**src/sv/mtdf_pkg.sv**
```systemverilog
// Shared types, widths and register codes for the DShot framer.
// No dependencies; imported by mtdf_core and the top level.
package mtdf_pkg;

  localparam int MOTOR_COUNT_DEFAULT = 2;

  localparam int ThrW     = 11;
  localparam int CmdW     = 17;
  localparam int MagW     = 16;
  localparam int DeltaW   = 12;
  localparam int SumW     = 13;
  localparam int FrameW   = 16;
  localparam int MotorW   = 3;
  localparam int CfgIdxW  = 2;
  localparam int CfgDataW = 11;

  localparam logic [ThrW-1:0] MAX_DELTA_RST    = 11'd100;
  localparam logic [ThrW-1:0] MIN_THROTTLE_RST = 11'd48;
  localparam logic [ThrW-1:0] MAX_THROTTLE_RST = 11'd2047;

  // Q1.15 full scale
  localparam logic [MagW-1:0] FULL_SCALE = 16'h8000;

  typedef enum logic [CfgIdxW-1:0] {
    REG_MAX_DELTA    = 2'd0,
    REG_MIN_THROTTLE = 2'd1,
    REG_MAX_THROTTLE = 2'd2,
    REG_TELEMETRY    = 2'd3
  } mtdf_reg_t;

  typedef enum logic {
    ACT_CONTROL = 1'b0,
    ACT_RAW     = 1'b1
  } mtdf_action_t;

  typedef struct packed {
    logic [ThrW-1:0] max_delta;
    logic [ThrW-1:0] min_throttle;
    logic [ThrW-1:0] max_throttle;
    logic            telemetry;
  } mtdf_cfg_t;

  // payload = value:telemetry, checksum = xor of the three nibbles
  function automatic logic [FrameW-1:0] build_frame(input logic [ThrW-1:0] value,
                                                     input logic            tlm);
    logic [11:0] payload;
    logic [3:0]  csum;
    payload = {value, tlm};
    csum    = payload[3:0] ^ payload[7:4] ^ payload[11:8];
    return {payload, csum};
  endfunction

endpackage

```
**src/sv/motor_throttle_dshot_framer_unit.sv**
```systemverilog
// Top level of the per-motor DShot framer: input register, throttle store,
// result register. Depends on mtdf_pkg and mtdf_core.
//
// Input channel (in_valid/in_stall) takes one beat per cycle while in_stall
// is low: action, motor, control_cmd and raw_value. Action 0 adds a scaled
// signed Q2.15 command to the motor's stored throttle; action 1 sends
// raw_value without touching it. Output channel (out_valid/out_stall) carries
// out_motor, the 16-bit frame and sent_value. A beat for a motor index at or
// above MOTOR_COUNT is dropped. A taken beat is registered in the input
// register; the result register loads from it as the throttle store is
// updated, so back-to-back beats to one motor see the updated value. One
// beat moves on per cycle while the receiver does not stall. When it stalls,
// the result holds and one more beat can wait in the input register;
// in_stall rises only once both are full. Reset clears both valid flags,
// sets all throttles to zero and loads the register defaults. The user must
// write the config port (cfg_write/cfg_index/cfg_data) only while idle; the
// block itself does not enforce it.
module motor_throttle_dshot_framer_unit #(
  parameter int MOTOR_COUNT = mtdf_pkg::MOTOR_COUNT_DEFAULT
) (
  input  logic                                 clk,
  input  logic                                 rst,
  input  logic                                 cfg_write,
  input  logic        [mtdf_pkg::CfgIdxW-1:0]  cfg_index,
  input  logic        [mtdf_pkg::CfgDataW-1:0] cfg_data,
  input  logic                                 in_valid,
  output logic                                 in_stall,
  input  logic                                 action,
  input  logic        [mtdf_pkg::MotorW-1:0]   motor,
  input  logic signed [mtdf_pkg::CmdW-1:0]     control_cmd,
  input  logic        [mtdf_pkg::ThrW-1:0]     raw_value,
  output logic                                 out_valid,
  input  logic                                 out_stall,
  output logic        [mtdf_pkg::MotorW-1:0]   out_motor,
  output logic        [mtdf_pkg::FrameW-1:0]   frame,
  output logic        [mtdf_pkg::ThrW-1:0]     sent_value
);
  import mtdf_pkg::*;

  localparam int IdxW = (MOTOR_COUNT > 1) ? $clog2(MOTOR_COUNT) : 1;
  localparam logic [MotorW:0] MotorLimit = (MotorW + 1)'(MOTOR_COUNT);

  mtdf_cfg_t cfg;

  logic [ThrW-1:0] motor_throttle [MOTOR_COUNT];

  logic                     s1_valid;
  logic                     s1_action;
  logic [MotorW-1:0]        s1_motor;
  logic signed [CmdW-1:0]   s1_cmd;
  logic [ThrW-1:0]          s1_raw;

  logic                     advance;
  logic                     in_range;
  logic [IdxW-1:0]          s1_idx;
  logic [ThrW-1:0]          throttle_next;
  logic [ThrW-1:0]          value_next;
  logic [FrameW-1:0]        frame_next;

  assign advance  = !out_valid || !out_stall;
  assign in_stall = s1_valid && !advance;
  assign in_range = {1'b0, s1_motor} < MotorLimit;
  assign s1_idx   = s1_motor[IdxW-1:0];

  mtdf_core u_core (
    .cfg           (cfg),
    .action        (s1_action),
    .control_cmd   (s1_cmd),
    .raw_value     (s1_raw),
    .throttle      (motor_throttle[s1_idx]),
    .throttle_next (throttle_next),
    .sent_value    (value_next),
    .frame         (frame_next)
  );

  always_ff @(posedge clk) begin
    if (rst) begin
      cfg.max_delta    <= MAX_DELTA_RST;
      cfg.min_throttle <= MIN_THROTTLE_RST;
      cfg.max_throttle <= MAX_THROTTLE_RST;
      cfg.telemetry    <= 1'b0;
    end else if (cfg_write) begin
      case (cfg_index)
        REG_MAX_DELTA:    cfg.max_delta    <= cfg_data[ThrW-1:0];
        REG_MIN_THROTTLE: cfg.min_throttle <= cfg_data[ThrW-1:0];
        REG_MAX_THROTTLE: cfg.max_throttle <= cfg_data[ThrW-1:0];
        REG_TELEMETRY:    cfg.telemetry    <= cfg_data[0];
        default: ;
      endcase
    end
  end

  always_ff @(posedge clk) begin
    if (rst) begin
      s1_valid  <= 1'b0;
      out_valid <= 1'b0;
      for (int i = 0; i < MOTOR_COUNT; i++) begin
        motor_throttle[i] <= '0;
      end
    end else begin
      if (in_valid && !in_stall) begin
        s1_valid <= 1'b1;
      end else if (advance) begin
        s1_valid <= 1'b0;
      end
      if (advance) begin
        out_valid <= s1_valid && in_range;
      end
      if (advance && s1_valid && in_range && s1_action == ACT_CONTROL) begin
        motor_throttle[s1_idx] <= throttle_next;
      end
    end
  end

  always_ff @(posedge clk) begin
    if (in_valid && !in_stall) begin
      s1_action <= action;
      s1_motor  <= motor;
      s1_cmd    <= control_cmd;
      s1_raw    <= raw_value;
    end
    if (advance && s1_valid) begin
      out_motor  <= s1_motor;
      frame      <= frame_next;
      sent_value <= value_next;
    end
  end

endmodule

```
**src/sv/mtdf_core.sv**
```systemverilog
// Throttle arithmetic and frame build for one beat: command scaling,
// throttle rules, clamp and checksum. Depends on mtdf_pkg.
module mtdf_core (
  input  mtdf_pkg::mtdf_cfg_t                 cfg,
  input  logic                                action,
  input  logic signed [mtdf_pkg::CmdW-1:0]    control_cmd,
  input  logic        [mtdf_pkg::ThrW-1:0]    raw_value,
  input  logic        [mtdf_pkg::ThrW-1:0]    throttle,
  output logic        [mtdf_pkg::ThrW-1:0]    throttle_next,
  output logic        [mtdf_pkg::ThrW-1:0]    sent_value,
  output logic        [mtdf_pkg::FrameW-1:0]  frame
);
  import mtdf_pkg::*;

  localparam int ProdW = MagW + ThrW;

  logic                    neg;
  logic [MagW-1:0]         mag;
  logic [ProdW-1:0]        prod;
  logic [DeltaW-1:0]       delta;
  logic signed [SumW-1:0]  sum;
  logic [ThrW-1:0]         value;

  always_comb begin
    neg = control_cmd[CmdW-1];
    if (neg) begin
      if (control_cmd < -$signed({1'b0, FULL_SCALE})) begin
        mag = FULL_SCALE;
      end else begin
        mag = MagW'(-control_cmd);
      end
    end else begin
      if (control_cmd > $signed({1'b0, FULL_SCALE})) begin
        mag = FULL_SCALE;
      end else begin
        mag = control_cmd[MagW-1:0];
      end
    end

    prod  = ProdW'(mag) * ProdW'(cfg.max_delta);
    delta = prod[ProdW-1:15];

    if (neg) begin
      sum = $signed({2'b00, throttle}) - $signed({1'b0, delta});
    end else begin
      sum = $signed({2'b00, throttle}) + $signed({1'b0, delta});
    end

    if (sum <= 0) begin
      throttle_next = '0;
    end else if (sum < $signed({2'b00, cfg.min_throttle})) begin
      throttle_next = cfg.min_throttle;
    end else if (sum > $signed({2'b00, cfg.max_throttle})) begin
      throttle_next = cfg.max_throttle;
    end else begin
      throttle_next = sum[ThrW-1:0];
    end

    value = (action == ACT_RAW) ? raw_value : throttle_next;
    sent_value = (value > cfg.max_throttle) ? cfg.max_throttle : value;
    frame = build_frame(sent_value, cfg.telemetry);
  end

endmodule
```
**config.mk**
```make
export PLATFORM = sky130hd
export DESIGN_NAME = motor_throttle_dshot_framer_unit
export DESIGN_NICKNAME = d
export VERILOG_FILES = /design/src/sv/mtdf_pkg.sv /design/src/sv/motor_throttle_dshot_framer_unit.sv /design/src/sv/mtdf_core.sv
export SDC_FILE = /design/constraint.sdc
export NUM_CORES = 1
export LEC_CHECK = 0
export BUFFER_PORTS_ARGS = -buffer_cell sky130_fd_sc_hd__buf_4
export CELL_PAD_IN_SITES_DETAIL_PLACEMENT = 0
export CELL_PAD_IN_SITES_GLOBAL_PLACEMENT = 2
export CORE_ASPECT_RATIO = 0.6
export CORE_MARGIN = 3
export CORE_UTILIZATION = 40
export CTS_BUF_LIST = sky130_fd_sc_hd__clkbuf_2 sky130_fd_sc_hd__clkbuf_4 sky130_fd_sc_hd__clkbuf_8
export DETAILED_ROUTE_END_ITERATION = 10
export PLACE_DENSITY = 0.86
export SLEW_MARGIN = 10
export SYNTH_ARGS = -nofsm -noshare
export SYNTH_HDL_FRONTEND = slang
export SYNTH_SLANG_ARGS = --single-unit
```
**constraint.sdc**
```tcl
create_clock -name clk -period 18.39 [get_ports clk]
set_input_delay 3.678 -clock clk [delete_from_list [all_inputs] [get_ports clk]]
set_output_delay 3.678 -clock clk [all_outputs]
set_load 0.01 [all_outputs]
```
Word level (Yosys, flattened, before mapping)
Memory sizes are Yosys's and may differ from the RTL's. A register that Yosys moved wholly into a read port is not among the register bits.
Cells that the tools add are included.
Word-level totals
  register bits after elaboration: 98
  RAM bits: 22
  input bits: 50
  memories: 1
Memories
  motor_throttle: words 2, width 11, read ports 1, clocked after Yosys merged registers in 1, write ports 2, line motor_throttle_dshot_framer_unit.sv:45  | logic [ThrW-1:0] motor_throttle [MOTOR_COUNT];
Operators by class
  $add $sub $neg: 3
  multiply operators: 1
  order comparisons: 7
  equal/unequal tests: 3
  muxes and demuxes: 20
  bitwise operators: 3
  reductions and logical operators: 18
Operator list (count)
  $mux 11: 6
  $mux 16: 3
  $mul 16x11->27: 1
  $gt 17x17->1 const B: 1
  $lt 17x16->1 const B: 1
  $neg 16->16: 1
  $add 11x12->13: 1
  $gt 13x12->1: 1
  $le 13x1->1 const B: 1
  $lt 13x12->1: 1
  $mux 13: 1
  $sub 11x12->13: 1
  $gt 11x11->1: 1
  $reduce_or 11->1: 1
  $mux 1: 10
  $reduce_and 2->1: 4
  $xor 4x4->4: 2
  $logic_and 1x1->1: 6
  $eq 2x2->1 const B: 2
  $logic_not 1->1: 4
  $lt 3x2->1 const B: 1
  $eq 2x1->1 const B: 1
  $logic_not 2->1: 1
  $reduce_bool 2->1: 1
  other kinds (2): 2

Depth between registers and ports, before layout
Gate-level depths: netlist of the first run.
  word-level depth: 15
  gate-level depth with buffers: 65
  mapped depth without buffers: 62

Hierarchy
A second synthesis of the first run with hierarchy kept.
Second synthesis, totals
  cell total of the unflattened synthesis: 1427
  area, all modules: 13292.7 µm²
By module, submodules not included
  mtdf_core: times used 1, cells an instance 1127, area each 8778.4 µm², sequential area each 0.0 µm²
  motor_throttle_dshot_framer_unit: times used 1, cells an instance 300, area each 4514.3 µm², sequential area each 3263.1 µm²

Worst setup path before layout of the first run
OpenSTA, ideal clock, no wires.
  path type: reg-to-reg
  start: reg s1_cmd[16]
  end: reg frame[2] in the netlist's numbering (data pin)
  library setup time: 268 ps
  arrival: 13770 ps
  required time: 18122 ps
  slack: 4352 ps
  cell stages (with the launch flop): 60
  period minus slack after synthesis: 14038 ps
  path through: edfxtp_1 buf_4 clkbuf_1 clkbuf_1 nand2_1 or3_1 a21oi_1 clkbuf_1 and2_1 fa_1 inv_1 fa_1 fa_1 inv_1 fa_1 inv_1 fa_1 inv_1 [... 24 more ...] a22oi_1 or2_2 o21ai_0 ha_1 nor2b_1 o21a_1 o21a_1 o21a_1 o21a_1 o21ai_0 a21oi_1 o41ai_1 or2_2 clkbuf_1 mux2_2 a2111oi_0 a211oi_1 xor2_1
On the way
  longest elaborated chain between the ends: 15
  elaborated cells between the ends (all ways): 20
  those cells by class: add/sub (2); mul (1); order compare (6); mux (9); bitwise (2)
Ends and longest elaborated chain
  start, declared: line motor_throttle_dshot_framer_unit.sv:50  | logic signed [CmdW-1:0] s1_cmd;
  start signal, assigned: line motor_throttle_dshot_framer_unit.sv:119  | s1_cmd <= control_cmd;
  $gt 17x17->1 / $lt 17x16->1 (equally long branches): line mtdf_core.sv:33, mtdf_core.sv:27
  $mux 16 (on tied branches): line mtdf_core.sv:33, mtdf_core.sv:27
  $mux 16: line mtdf_core.sv:26  | if (neg) begin
  $mul 16x11->27: line mtdf_core.sv:40  | prod = ProdW'(mag) * ProdW'(cfg.max_delta);
  $add 11x12->13 / $sub 11x12->13 (equally long branches): line mtdf_core.sv:46, mtdf_core.sv:44
  $mux 13 (*): line mtdf_core.sv:43  | if (neg) begin
  $gt 13x12->1: line mtdf_core.sv:53  | end else if (sum > $signed({2'b00, cfg.max_throttle})) begin
  $mux 11: line mtdf_core.sv:53
  $mux 11: line mtdf_core.sv:51  | end else if (sum < $signed({2'b00, cfg.min_throttle})) begin
  $mux 11 (*): line mtdf_core.sv:49  | if (sum <= 0) begin
  $mux 11 (*): line mtdf_core.sv:59  | value = (action == ACT_RAW) ? raw_value : throttle_next;
  $gt 11x11->1: line mtdf_core.sv:60  | sent_value = (value > cfg.max_throttle) ? cfg.max_throttle : value;
  $mux 11 (*): line mtdf_core.sv:60
  $xor 4x4->4: line mtdf_pkg.sv:49  | csum = payload[3:0] ^ payload[7:4] ^ payload[11:8];
  $xor 4x4->4 (*): line mtdf_pkg.sv:49
  via frame_next[2]: line motor_throttle_dshot_framer_unit.sv:58  | logic [FrameW-1:0] frame_next;
  end signal, assigned: line motor_throttle_dshot_framer_unit.sv:124  | frame <= frame_next;
  end, declared: line motor_throttle_dshot_framer_unit.sv:35  | output logic [mtdf_pkg::FrameW-1:0] frame,
The timed path passes the listed nets; every way through them passes the cells marked *.
A chain may end at the register's enable or synchronous reset.

Worst setup path after layout of the first run
  start: reg s1_cmd[0]
  end: reg frame[2] in the netlist's numbering (data pin)
On the way
  longest elaborated chain between the ends: 15
  elaborated cells between the ends (all ways): 21
  those cells by class: add/sub (3); mul (1); order compare (6); mux (9); bitwise (2)
Ends and longest elaborated chain
  $neg 16->16 (tied with other cells): line mtdf_core.sv:30  | mag = MagW'(-control_cmd);
  $mux 16 (on tied branches): line mtdf_core.sv:27, mtdf_core.sv:33
  $mux 16 (*): line mtdf_core.sv:26
  $mul 16x11->27 (*): line mtdf_core.sv:40
  $add 11x12->13 / $sub 11x12->13 (equally long branches): line mtdf_core.sv:46, mtdf_core.sv:44
  $mux 13 (*): line mtdf_core.sv:43
  $gt 13x12->1: line mtdf_core.sv:53
  $mux 11: line mtdf_core.sv:53
  $mux 11: line mtdf_core.sv:51
  $mux 11 (*): line mtdf_core.sv:49
  $mux 11 (*): line mtdf_core.sv:59
  $gt 11x11->1: line mtdf_core.sv:60
  $mux 11 (*): line mtdf_core.sv:60
  $xor 4x4->4: line mtdf_pkg.sv:49
  $xor 4x4->4 (*): line mtdf_pkg.sv:49
  via frame_next[2]: line motor_throttle_dshot_framer_unit.sv:58
Marked as above.

==> run_summary.xml, run 1 <==
<?xml version="1.0" encoding="UTF-8"?>
<metrics>
  <group name="global_routing">
    <metric name="overall_routing_resource_usage" unit="">0.236</metric>
    <metric name="via_count_of_the_first_global_routing_pass" unit="">10231</metric>
    <metric name="grt_first_pass_wirelength" unit="um">62900</metric>
    <metric name="grt_antenna_before_repair" unit="">1</metric>
    <metric name="grt_max_degree" unit="">36</metric>
    <metric name="globalRoute.totalOverflow" unit="">0</metric>
  </group>
  <group name="power">
    <metric name="switchingPower" unit="mW">0.777</metric>
    <metric name="cellLeakagePower" unit="nW">6.42</metric>
    <metric name="ir_worst_vdd" unit="mV">0.0950</metric>
    <metric name="power.share.switching" unit="">0.521</metric>
    <metric name="p_int" unit="mW">0.715</metric>
    <metric name="p_per_area" unit="nW/um2">105</metric>
    <metric name="share_clk_of_total_power" unit="">0.113</metric>
    <metric name="finalPower" unit="mW">1.49</metric>
    <metric name="part_of_the_total_power_dissipated_in_combinational_logic" unit="">0.684</metric>
    <metric name="power.sequential.fraction" unit="">0.203</metric>
  </group>
  <group name="job">
    <metric name="max_cap_viol_count" unit="">0</metric>
  </group>
  <group name="detailed_routing">
    <metric name="detailedRoute.firstPassIterationCount" unit="">5</metric>
    <metric name="route.vias.total" unit="">10827</metric>
    <metric name="wl_per_cell" unit="um">21.1</metric>
    <metric name="vias_per_cell" unit="">5.62</metric>
    <metric name="detail_route.wirelength" unit="um">40700</metric>
    <metric name="drt_iter0_drc" unit="">927</metric>
    <metric name="remaining_drc_errors" unit="">0</metric>
    <metric name="antenna_left" unit="">0</metric>
  </group>
  <group name="final_layout">
    <metric name="filler_cell_count" unit="">3122</metric>
    <metric name="area_growth" unit="%">8.43</metric>
    <metric name="finish.net_count" unit="">1788</metric>
    <metric name="drive_gt1_frac" unit="">0.121</metric>
  </group>
  <group name="setup_path">
    <metric name="slowest_delay" unit="ns">0.83</metric>
    <metric name="critPathLaunch" unit="">s1_cmd[0]</metric>
    <metric name="critical_path.reg2reg.startpoint" unit="">s1_cmd[0]</metric>
    <metric name="critical_path.endpoint_type" unit="">flip-flop</metric>
    <metric name="critPathMaxFanout" unit="">15</metric>
    <metric name="critical_path_required_time" unit="ns">18.56</metric>
    <metric name="setup.worst_path.start_class" unit="">flip-flop</metric>
    <metric name="cpMostUsedCell" unit="">sky130_fd_sc_hd__inv_1</metric>
    <metric name="criticalPathCategory" unit="">reg2reg</metric>
    <metric name="reg2regPathDepth" unit="">58</metric>
    <metric name="critical_path_s_slowest_cell" unit="">sky130_fd_sc_hd__o41ai_1</metric>
    <metric name="arrival" unit="ns">16.95</metric>
  </group>
  <group name="clocking">
    <metric name="cts_inserted_buffers" unit="">9</metric>
    <metric name="cts_tree" unit="">built</metric>
    <metric name="clock_latency_at_the_later_pin_of_the_worst_skew_pair" unit="ns">0.43</metric>
    <metric name="clkSlewWorstSetupHoldPaths" unit="ns">0.13</metric>
    <metric name="number_of_cells_upsized_or_downsized_after_cts" unit="">0</metric>
    <metric name="cts-root-to-sink-buffers" unit="">2</metric>
    <metric name="root_buffer" unit="">sky130_fd_sc_hd__clkbuf_8</metric>
    <metric name="buffers_inserted_by_post_cts_timing_repair" unit="">0</metric>
    <metric name="cts.sink_count" unit="">110</metric>
    <metric name="ctsHtreeMaxLevel" unit="">3</metric>
    <metric name="cts.hold.buffers_added" unit="">0</metric>
  </group>
  <group name="sta">
    <metric name="final_hold_vio_count" unit="">0</metric>
    <metric name="final.period_utilization" unit="">0.912</metric>
    <metric name="fmax" unit="MHz">59.6</metric>
    <metric name="relSlewSlack" unit="">0.234</metric>
    <metric name="fin_tns_setup" unit="ns">0</metric>
    <metric name="setup_ws" unit="ns">1.62</metric>
    <metric name="clock_skew" unit="ns">0.0172</metric>
    <metric name="finalMaxSlewViolations" unit="">0</metric>
    <metric name="worst-slew-pin-transition" unit="ns">1.15</metric>
    <metric name="final.min_clock_period" unit="ns">16.77</metric>
    <metric name="setup_viol_count_final" unit="">0</metric>
    <metric name="unrepaired_setup_endpoints_after_global_routing" unit="">no</metric>
  </group>
  <group name="floorplanning">
    <metric name="std_cell_rows" unit="">50</metric>
    <metric name="io_pins" unit="">82</metric>
    <metric name="die_boundary_width" unit="um">240</metric>
    <metric name="start_util" unit="">0.414</metric>
    <metric name="design.core.area" unit="um2">31800</metric>
    <metric name="die_y" unit="um">146</metric>
    <metric name="die_area" unit="um2">35200</metric>
  </group>
  <group name="outcome">
    <metric name="outcome" unit="">completed</metric>
  </group>
  <group name="placement">
    <metric name="globalplace.congestion" unit="">0.930</metric>
    <metric name="port_buffers" unit="">81</metric>
    <metric name="place_hpwl" unit="um">33300</metric>
    <metric name="pre_cts_slack" unit="ns">2.01</metric>
  </group>
  <group name="synth">
    <metric name="async_reset_ff_frac" unit="">0</metric>
    <metric name="synth_fp_nets" unit="">1756</metric>
    <metric name="synthDominantCellAreaShare" unit="">0.190</metric>
    <metric name="post_synth_edffs" unit="">73</metric>
    <metric name="synth_most_common_cell" unit="">sky130_fd_sc_hd__nand2_1</metric>
    <metric name="post_synthesis_instance_total" unit="">1474</metric>
    <metric name="ys_top_cells_by_count" unit="">sky130_fd_sc_hd__nand2_1, sky130_fd_sc_hd__inv_1, sky130_fd_sc_hd__fa_1</metric>
    <metric name="synthDistinctLibCells" unit="">95</metric>
    <metric name="synth_area_leaders" unit="">sky130_fd_sc_hd__fa_1, sky130_fd_sc_hd__edfxtp_1, sky130_fd_sc_hd__ha_1</metric>
    <metric name="post-synth-top-area-cell" unit="">sky130_fd_sc_hd__fa_1</metric>
    <metric name="seq_area_frac_synth" unit="">0.223</metric>
    <metric name="synthFlopType" unit="">sky130_fd_sc_hd__edfxtp_1</metric>
    <metric name="synthesis.area_per_instance" unit="um2">8.92</metric>
    <metric name="synth.yosys.warnings" unit="">0</metric>
    <metric name="synth_seq_cells" unit="">110</metric>
    <metric name="syn-cell-area" unit="um2">13200</metric>
  </group>
  <group name="hold_path">
    <metric name="hold_wc_path_type" unit="">reg2reg</metric>
    <metric name="worstHoldPathCells" unit="">0</metric>
    <metric name="hold_path.startpoint" unit="">s1_motor[2]</metric>
  </group>
</metrics>
-- layout make-up --
cell class / count / area, um2 / area share
Multi-Input combinational cell: 1108 / 9190 / 0.645
Inverter: 182 / 683 / 0.0479
Clock inverter: 7 / 90.1 / 0.00632
Antenna cell: 1 / 2.50 / 0.000175
Timing Repair Buffer: 95 / 713 / 0.0500
Sequential cell: 110 / 2930 / 0.206
Tap cell: 416 / 520 / 0.0365
Clock buffer: 9 / 124 / 0.00869
-- path summary, 6_finish.rpt --
| kind | to | slack [ns] |
|---|---|---|
| worst max-delay path | frame[2] | 1.62 |
| worst max register to register | frame[2] | 1.62 |
| worst min-delay path | out_motor[2] | 0.47 |
| worst min register to register | out_motor[2] | 0.47 |
-- cells in the final DEF (no fill, tap or decap), types with 4 or more instances in the layout --
master,synthesis,final
sky130_fd_sc_hd__nand2_1,205,205
sky130_fd_sc_hd__inv_1,182,182
sky130_fd_sc_hd__fa_1,125,125
sky130_fd_sc_hd__ha_1,107,107
sky130_fd_sc_hd__buf_4,16,95
sky130_fd_sc_hd__nor2_1,95,94
sky130_fd_sc_hd__and2_1,82,82
sky130_fd_sc_hd__a21oi_1,77,77
sky130_fd_sc_hd__edfxtp_1,73,73
sky130_fd_sc_hd__o21ai_0,45,44
sky130_fd_sc_hd__dfxtp_1,37,37
sky130_fd_sc_hd__nor3_1,29,29
sky130_fd_sc_hd__mux2_2,21,21
sky130_fd_sc_hd__nand3_1,20,20
sky130_fd_sc_hd__xnor2_1,20,20
sky130_fd_sc_hd__and3_1,16,16
sky130_fd_sc_hd__xor2_1,15,15
sky130_fd_sc_hd__o21a_1,15,15
sky130_fd_sc_hd__nor4_1,13,12
sky130_fd_sc_hd__nand2b_1,12,12
sky130_fd_sc_hd__a211o_1,12,12
sky130_fd_sc_hd__nand4_1,11,11
sky130_fd_sc_hd__a211oi_1,11,11
sky130_fd_sc_hd__or2_2,11,11
sky130_fd_sc_hd__or3_1,10,10
sky130_fd_sc_hd__a21o_1,10,10
sky130_fd_sc_hd__o211ai_1,9,9
sky130_fd_sc_hd__a31oi_1,9,9
sky130_fd_sc_hd__clkbuf_8,0,9
sky130_fd_sc_hd__o31ai_1,8,8
sky130_fd_sc_hd__o41ai_1,7,7
sky130_fd_sc_hd__o21ai_1,5,6
sky130_fd_sc_hd__o21ai_2,6,6
sky130_fd_sc_hd__mux2i_1,6,6
sky130_fd_sc_hd__a22o_1,5,5
sky130_fd_sc_hd__a2111oi_0,4,4
-- worst max-delay path: cells and delay by family, from the launching register on --
family / cells / cell delay (ns)
AO/OA/AOI/OAI: 21 / 5.30
XOR/XNOR: 2 / 0.41
adder cells (fa/ha/maj): 10 / 4.18
buffers and inverters: 6 / 0.42
flip-flops: 1 / 0.54
multiplexers: 1 / 0.41
AND/OR/NAND/NOR: 18 / 5.25
-- stage by stage --
stage | instance area, um2 | hold slack (ns) | utilization | cells
detailed placement | 14000 | 0.436 | 0.442 | 1911
global route | 14300 | 0.483 | 0.449 | 1928
floorplan | 13200 | 0.406 | - | 1474
CTS | 14300 | 0.467 | 0.449 | 1927
global placement | 14000 | 0.435 | 0.442 | 1911
finish | 14300 | 0.465 | 0.449 | 1928
-- registers in the layout (all words and copies together) (netlist names), 3 cells and up, named ones only --
signal / cells
frame: 16
cfg: 34
s1_motor: 3
s1_cmd: 17
out_motor: 3
s1_raw: 11
motor_throttle: 22
-- logic make-up after synthesis --
family,Yosys count,share of synthesized area
flip-flops,110,0.223
adder cells (fa/ha/maj),232,0.292
multiplexers,27,0.0225
XOR/XNOR,39,0.0293
AND/OR/NAND/NOR,539,0.206
buffers and inverters,256,0.0790
AO/OA/AOI/OAI,271,0.148
-- per-layer routing --
| metal | vias to the layer above | part of all wire | GRT usage |
|---|---|---|---|
| met5 | - | 0 | 0 |
| met4 | 0 | 0.0041 | 0.0222 |
| met3 | 14 | 0.11 | 0.0831 |
| met2 | 388 | 0.34 | 0.271 |
| met1 | 5349 | 0.55 | 0.407 |
| li1 | 5076 | - | - |
-- power groups by stage --
stage / registers, mW / clock network, mW / logic [mW]
floorplan: 0.301 / 0 / 0.680
global route: 0.305 / 0.182 / 1.11
CTS: 0.303 / 0.171 / 0.990
detailed placement: 0.308 / 0 / 0.983
global placement: 0.308 / 0 / 0.981
finish: 0.303 / 0.169 / 1.02
(Power assumes the default switching activity.)
==> run 2: changes to the inputs <==
- REMOVE_ABC_BUFFERS: default -> 1
==> run 2 against run 1 <==
Compared with the run above: core utilization barely moved; sequential share of layout area barely moved; non-clock buffer count rose by 1; via count rose by 0.19%; fmax fell by 1.1%; global-route usage fell by 0.36 points; die area did not move; critical path depth fell by 2; wire length fell by 1.4%; largest cell class unchanged.
==> run_summary.xml, run 2 (synthesized netlist as in run 1, its figures left out) <==
<?xml version="1.0" encoding="UTF-8"?>
<metrics>
  <group name="global_routing">
    <metric name="globalRoute.totalOverflow" unit="">0</metric>
    <metric name="grt_max_degree" unit="">36</metric>
    <metric name="via_count_of_the_first_global_routing_pass" unit="">10386</metric>
    <metric name="overall_routing_resource_usage" unit="">0.232</metric>
    <metric name="grt_antenna_before_repair" unit="">0</metric>
    <metric name="grt_first_pass_wirelength" unit="um">62400</metric>
  </group>
  <group name="detailed_routing">
    <metric name="vias_per_cell" unit="">5.63</metric>
    <metric name="detail_route.wirelength" unit="um">40100</metric>
    <metric name="detailedRoute.firstPassIterationCount" unit="">5</metric>
    <metric name="route.vias.total" unit="">10848</metric>
    <metric name="wl_per_cell" unit="um">20.8</metric>
    <metric name="drt_iter0_drc" unit="">919</metric>
    <metric name="antenna_left" unit="">0</metric>
    <metric name="remaining_drc_errors" unit="">0</metric>
  </group>
  <group name="sta">
    <metric name="clock_skew" unit="ns">0.0147</metric>
    <metric name="final.period_utilization" unit="">0.922</metric>
    <metric name="fin_tns_setup" unit="ns">0</metric>
    <metric name="fmax" unit="MHz">59.0</metric>
    <metric name="relSlewSlack" unit="">0.155</metric>
    <metric name="setup_viol_count_final" unit="">0</metric>
    <metric name="unrepaired_setup_endpoints_after_global_routing" unit="">no</metric>
    <metric name="final.min_clock_period" unit="ns">16.96</metric>
    <metric name="worst_hold_slack" unit="ns">0.464</metric>
    <metric name="final_hold_vio_count" unit="">0</metric>
    <metric name="worst-slew-pin-transition" unit="ns">1.27</metric>
    <metric name="finalMaxSlewViolations" unit="">0</metric>
  </group>
  <group name="setup_path">
    <metric name="critical_path.reg2reg.startpoint" unit="">s1_cmd[0]</metric>
    <metric name="critical_path.endpoint_type" unit="">flip-flop</metric>
    <metric name="reg2regPathDepth" unit="">56</metric>
    <metric name="arrival" unit="ns">17.12</metric>
    <metric name="critical_path_s_slowest_cell" unit="">sky130_fd_sc_hd__a21oi_1</metric>
    <metric name="criticalPathCategory" unit="">reg2reg</metric>
    <metric name="critPathMaxFanout" unit="">15</metric>
    <metric name="worst_r2r_endpoint" unit="">frame[2]</metric>
    <metric name="critical_path_required_time" unit="ns">18.55</metric>
    <metric name="slowest_delay" unit="ns">1.01</metric>
    <metric name="setup.worst_path.start_class" unit="">flip-flop</metric>
    <metric name="setup.reg_to_reg.worst_slack" unit="ns">1.43</metric>
  </group>
  <group name="clocking">
    <metric name="number_of_cells_upsized_or_downsized_after_cts" unit="">0</metric>
    <metric name="ctsHtreeMaxLevel" unit="">3</metric>
    <metric name="cts.hold.buffers_added" unit="">0</metric>
    <metric name="root_buffer" unit="">sky130_fd_sc_hd__clkbuf_8</metric>
    <metric name="clkSlewWorstSetupHoldPaths" unit="ns">0.11</metric>
    <metric name="cts_tree" unit="">built</metric>
    <metric name="cts-root-to-sink-buffers" unit="">2</metric>
    <metric name="buffers_inserted_by_post_cts_timing_repair" unit="">0</metric>
    <metric name="cts.sink_count" unit="">110</metric>
    <metric name="cts_inserted_buffers" unit="">9</metric>
    <metric name="clock_latency_at_the_later_pin_of_the_worst_skew_pair" unit="ns">0.42</metric>
  </group>
  <group name="floorplanning">
    <metric name="die_boundary_width" unit="um">240</metric>
    <metric name="die_area" unit="um2">35200</metric>
    <metric name="design.core.area" unit="um2">31800</metric>
    <metric name="io_pins" unit="">82</metric>
    <metric name="die_y" unit="um">146</metric>
    <metric name="std_cell_rows" unit="">50</metric>
    <metric name="start_util" unit="">0.414</metric>
  </group>
  <group name="hold_path">
    <metric name="hold_path.startpoint" unit="">s1_motor[1]</metric>
    <metric name="hold_wc_path_type" unit="">reg2reg</metric>
    <metric name="timing.hold.worst_endpoint" unit="">out_motor[1]</metric>
    <metric name="worstHoldPathCells" unit="">0</metric>
  </group>
  <group name="final_layout">
    <metric name="drive_gt1_frac" unit="">0.121</metric>
    <metric name="finish.net_count" unit="">1789</metric>
    <metric name="largest_register" unit="">cfg</metric>
    <metric name="finalInstanceArea" unit="um2">14300</metric>
    <metric name="max_reg_flops" unit="">34</metric>
    <metric name="reg.largest.list" unit="">cfg (34), motor_throttle (22), s1_cmd (17)</metric>
    <metric name="layout_commonest_cell" unit="">sky130_fd_sc_hd__nand2_1</metric>
    <metric name="area_growth" unit="%">8.38</metric>
    <metric name="multiInputGateArea" unit="um2">9190</metric>
    <metric name="final_cell_mix" unit="">sky130_fd_sc_hd__nand2_1, sky130_fd_sc_hd__inv_1, sky130_fd_sc_hd__fa_1</metric>
    <metric name="seq_area" unit="um2">2930</metric>
    <metric name="filler_cell_count" unit="">3181</metric>
    <metric name="antenna_cells" unit="">0</metric>
  </group>
  <group name="placement">
    <metric name="globalplace.congestion" unit="">0.929</metric>
    <metric name="place_area" unit="um2">14100</metric>
    <metric name="port_buffers" unit="">81</metric>
    <metric name="place_hpwl" unit="um">32900</metric>
  </group>
  <group name="power">
    <metric name="p_per_area" unit="nW/um2">105</metric>
    <metric name="cellLeakagePower" unit="nW">6.42</metric>
    <metric name="ir_worst_vdd" unit="mV">0.0795</metric>
  </group>
  <group name="job">
    <metric name="max_cap_viol_count" unit="">0</metric>
  </group>
  <group name="outcome">
    <metric name="outcome" unit="">completed</metric>
  </group>
</metrics>
-- run 2: cell count changes in the layout (fill, tap and decap cells not counted) --
cell	before	now
sky130_fd_sc_hd__buf_4	95	96
sky130_fd_sc_hd__o21ai_0	44	45
sky130_fd_sc_hd__clkinv_8	1	0
sky130_fd_sc_hd__clkinv_1	0	1
sky130_fd_sc_hd__inv_4	1	0
sky130_fd_sc_hd__o21ai_1	6	5
sky130_fd_sc_hd__clkbuf_4	0	1
sky130_fd_sc_hd__diode_2	1	0
-- run 2: metal layers --
| metal | vias to the layer above | track usage | share of wire |
|---|---|---|---|
| met3 | 14 | 0.0646 | 0.091 |
| met1 | 5402 | 0.404 | 0.56 |
| met2 | 362 | 0.273 | 0.35 |
| li1 | 5070 | - | - |
| met5 | - | 0 | 0 |
| met4 | 0 | 0.0264 | 0.0037 |
-- run 2: area by class of cell --
class,count,share of cell area
clock buffers,10,0.00922
flip-flops and latches,110,0.206
repair buffers,96,0.0506
inverters,182,0.0479
multi-input cells,1108,0.645
clock inverters,6,0.00500
well taps,416,0.0365
-- run 2: worst max-delay path: cells and delay by family, from the launching register on --
kind	cells	cell delay (ns)
AOI/OAI and AO/OA	23	7.14
xor gates and xnor gates	2	0.46
adders and majority gates	10	4.10
buffers and inverters	5	0.57
DFF	1	0.53
muxes	1	0.42
and+or+nand+nor	15	3.46
-- run 2: report_power, final --
part,total (mW),internal [mW],switching [mW]
Combinational,1.03,0.370,0.656
Sequential,0.303,0.285,0.0180
Clock,0.162,0.0662,0.0962
Total,1.49,0.721,0.770
-- run 2: worst max path at each step --
stage                           from  endpoint  cells after the start
after floorplan           s1_cmd[16]  frame[2]                     54
after global placement     s1_cmd[0]  frame[2]                     56
after detailed placement   s1_cmd[0]  frame[2]                     56
after CTS                  s1_cmd[0]  frame[2]                     56
after global routing       s1_cmd[0]  frame[2]                     55
final                      s1_cmd[0]  frame[2]                     56
-- run 2: per-stage QoR --
| step | util | power [mW] | cells | setup slack [ns] |
|---|---|---|---|---|
| 2_1_floorplan | - | 0.965 | 1400 | 3.33 |
| 3_3_place_gp | 0.442 | 1.30 | 1912 | 2.13 |
| 3_5_place_dp | 0.442 | 1.30 | 1912 | 1.85 |
| 4_1_cts | 0.449 | 1.47 | 1928 | 1.75 |
| 5_1_grt | 0.449 | 1.61 | 1928 | 0.409 |
| 6_report | 0.449 | 1.49 | 1928 | 1.43 |
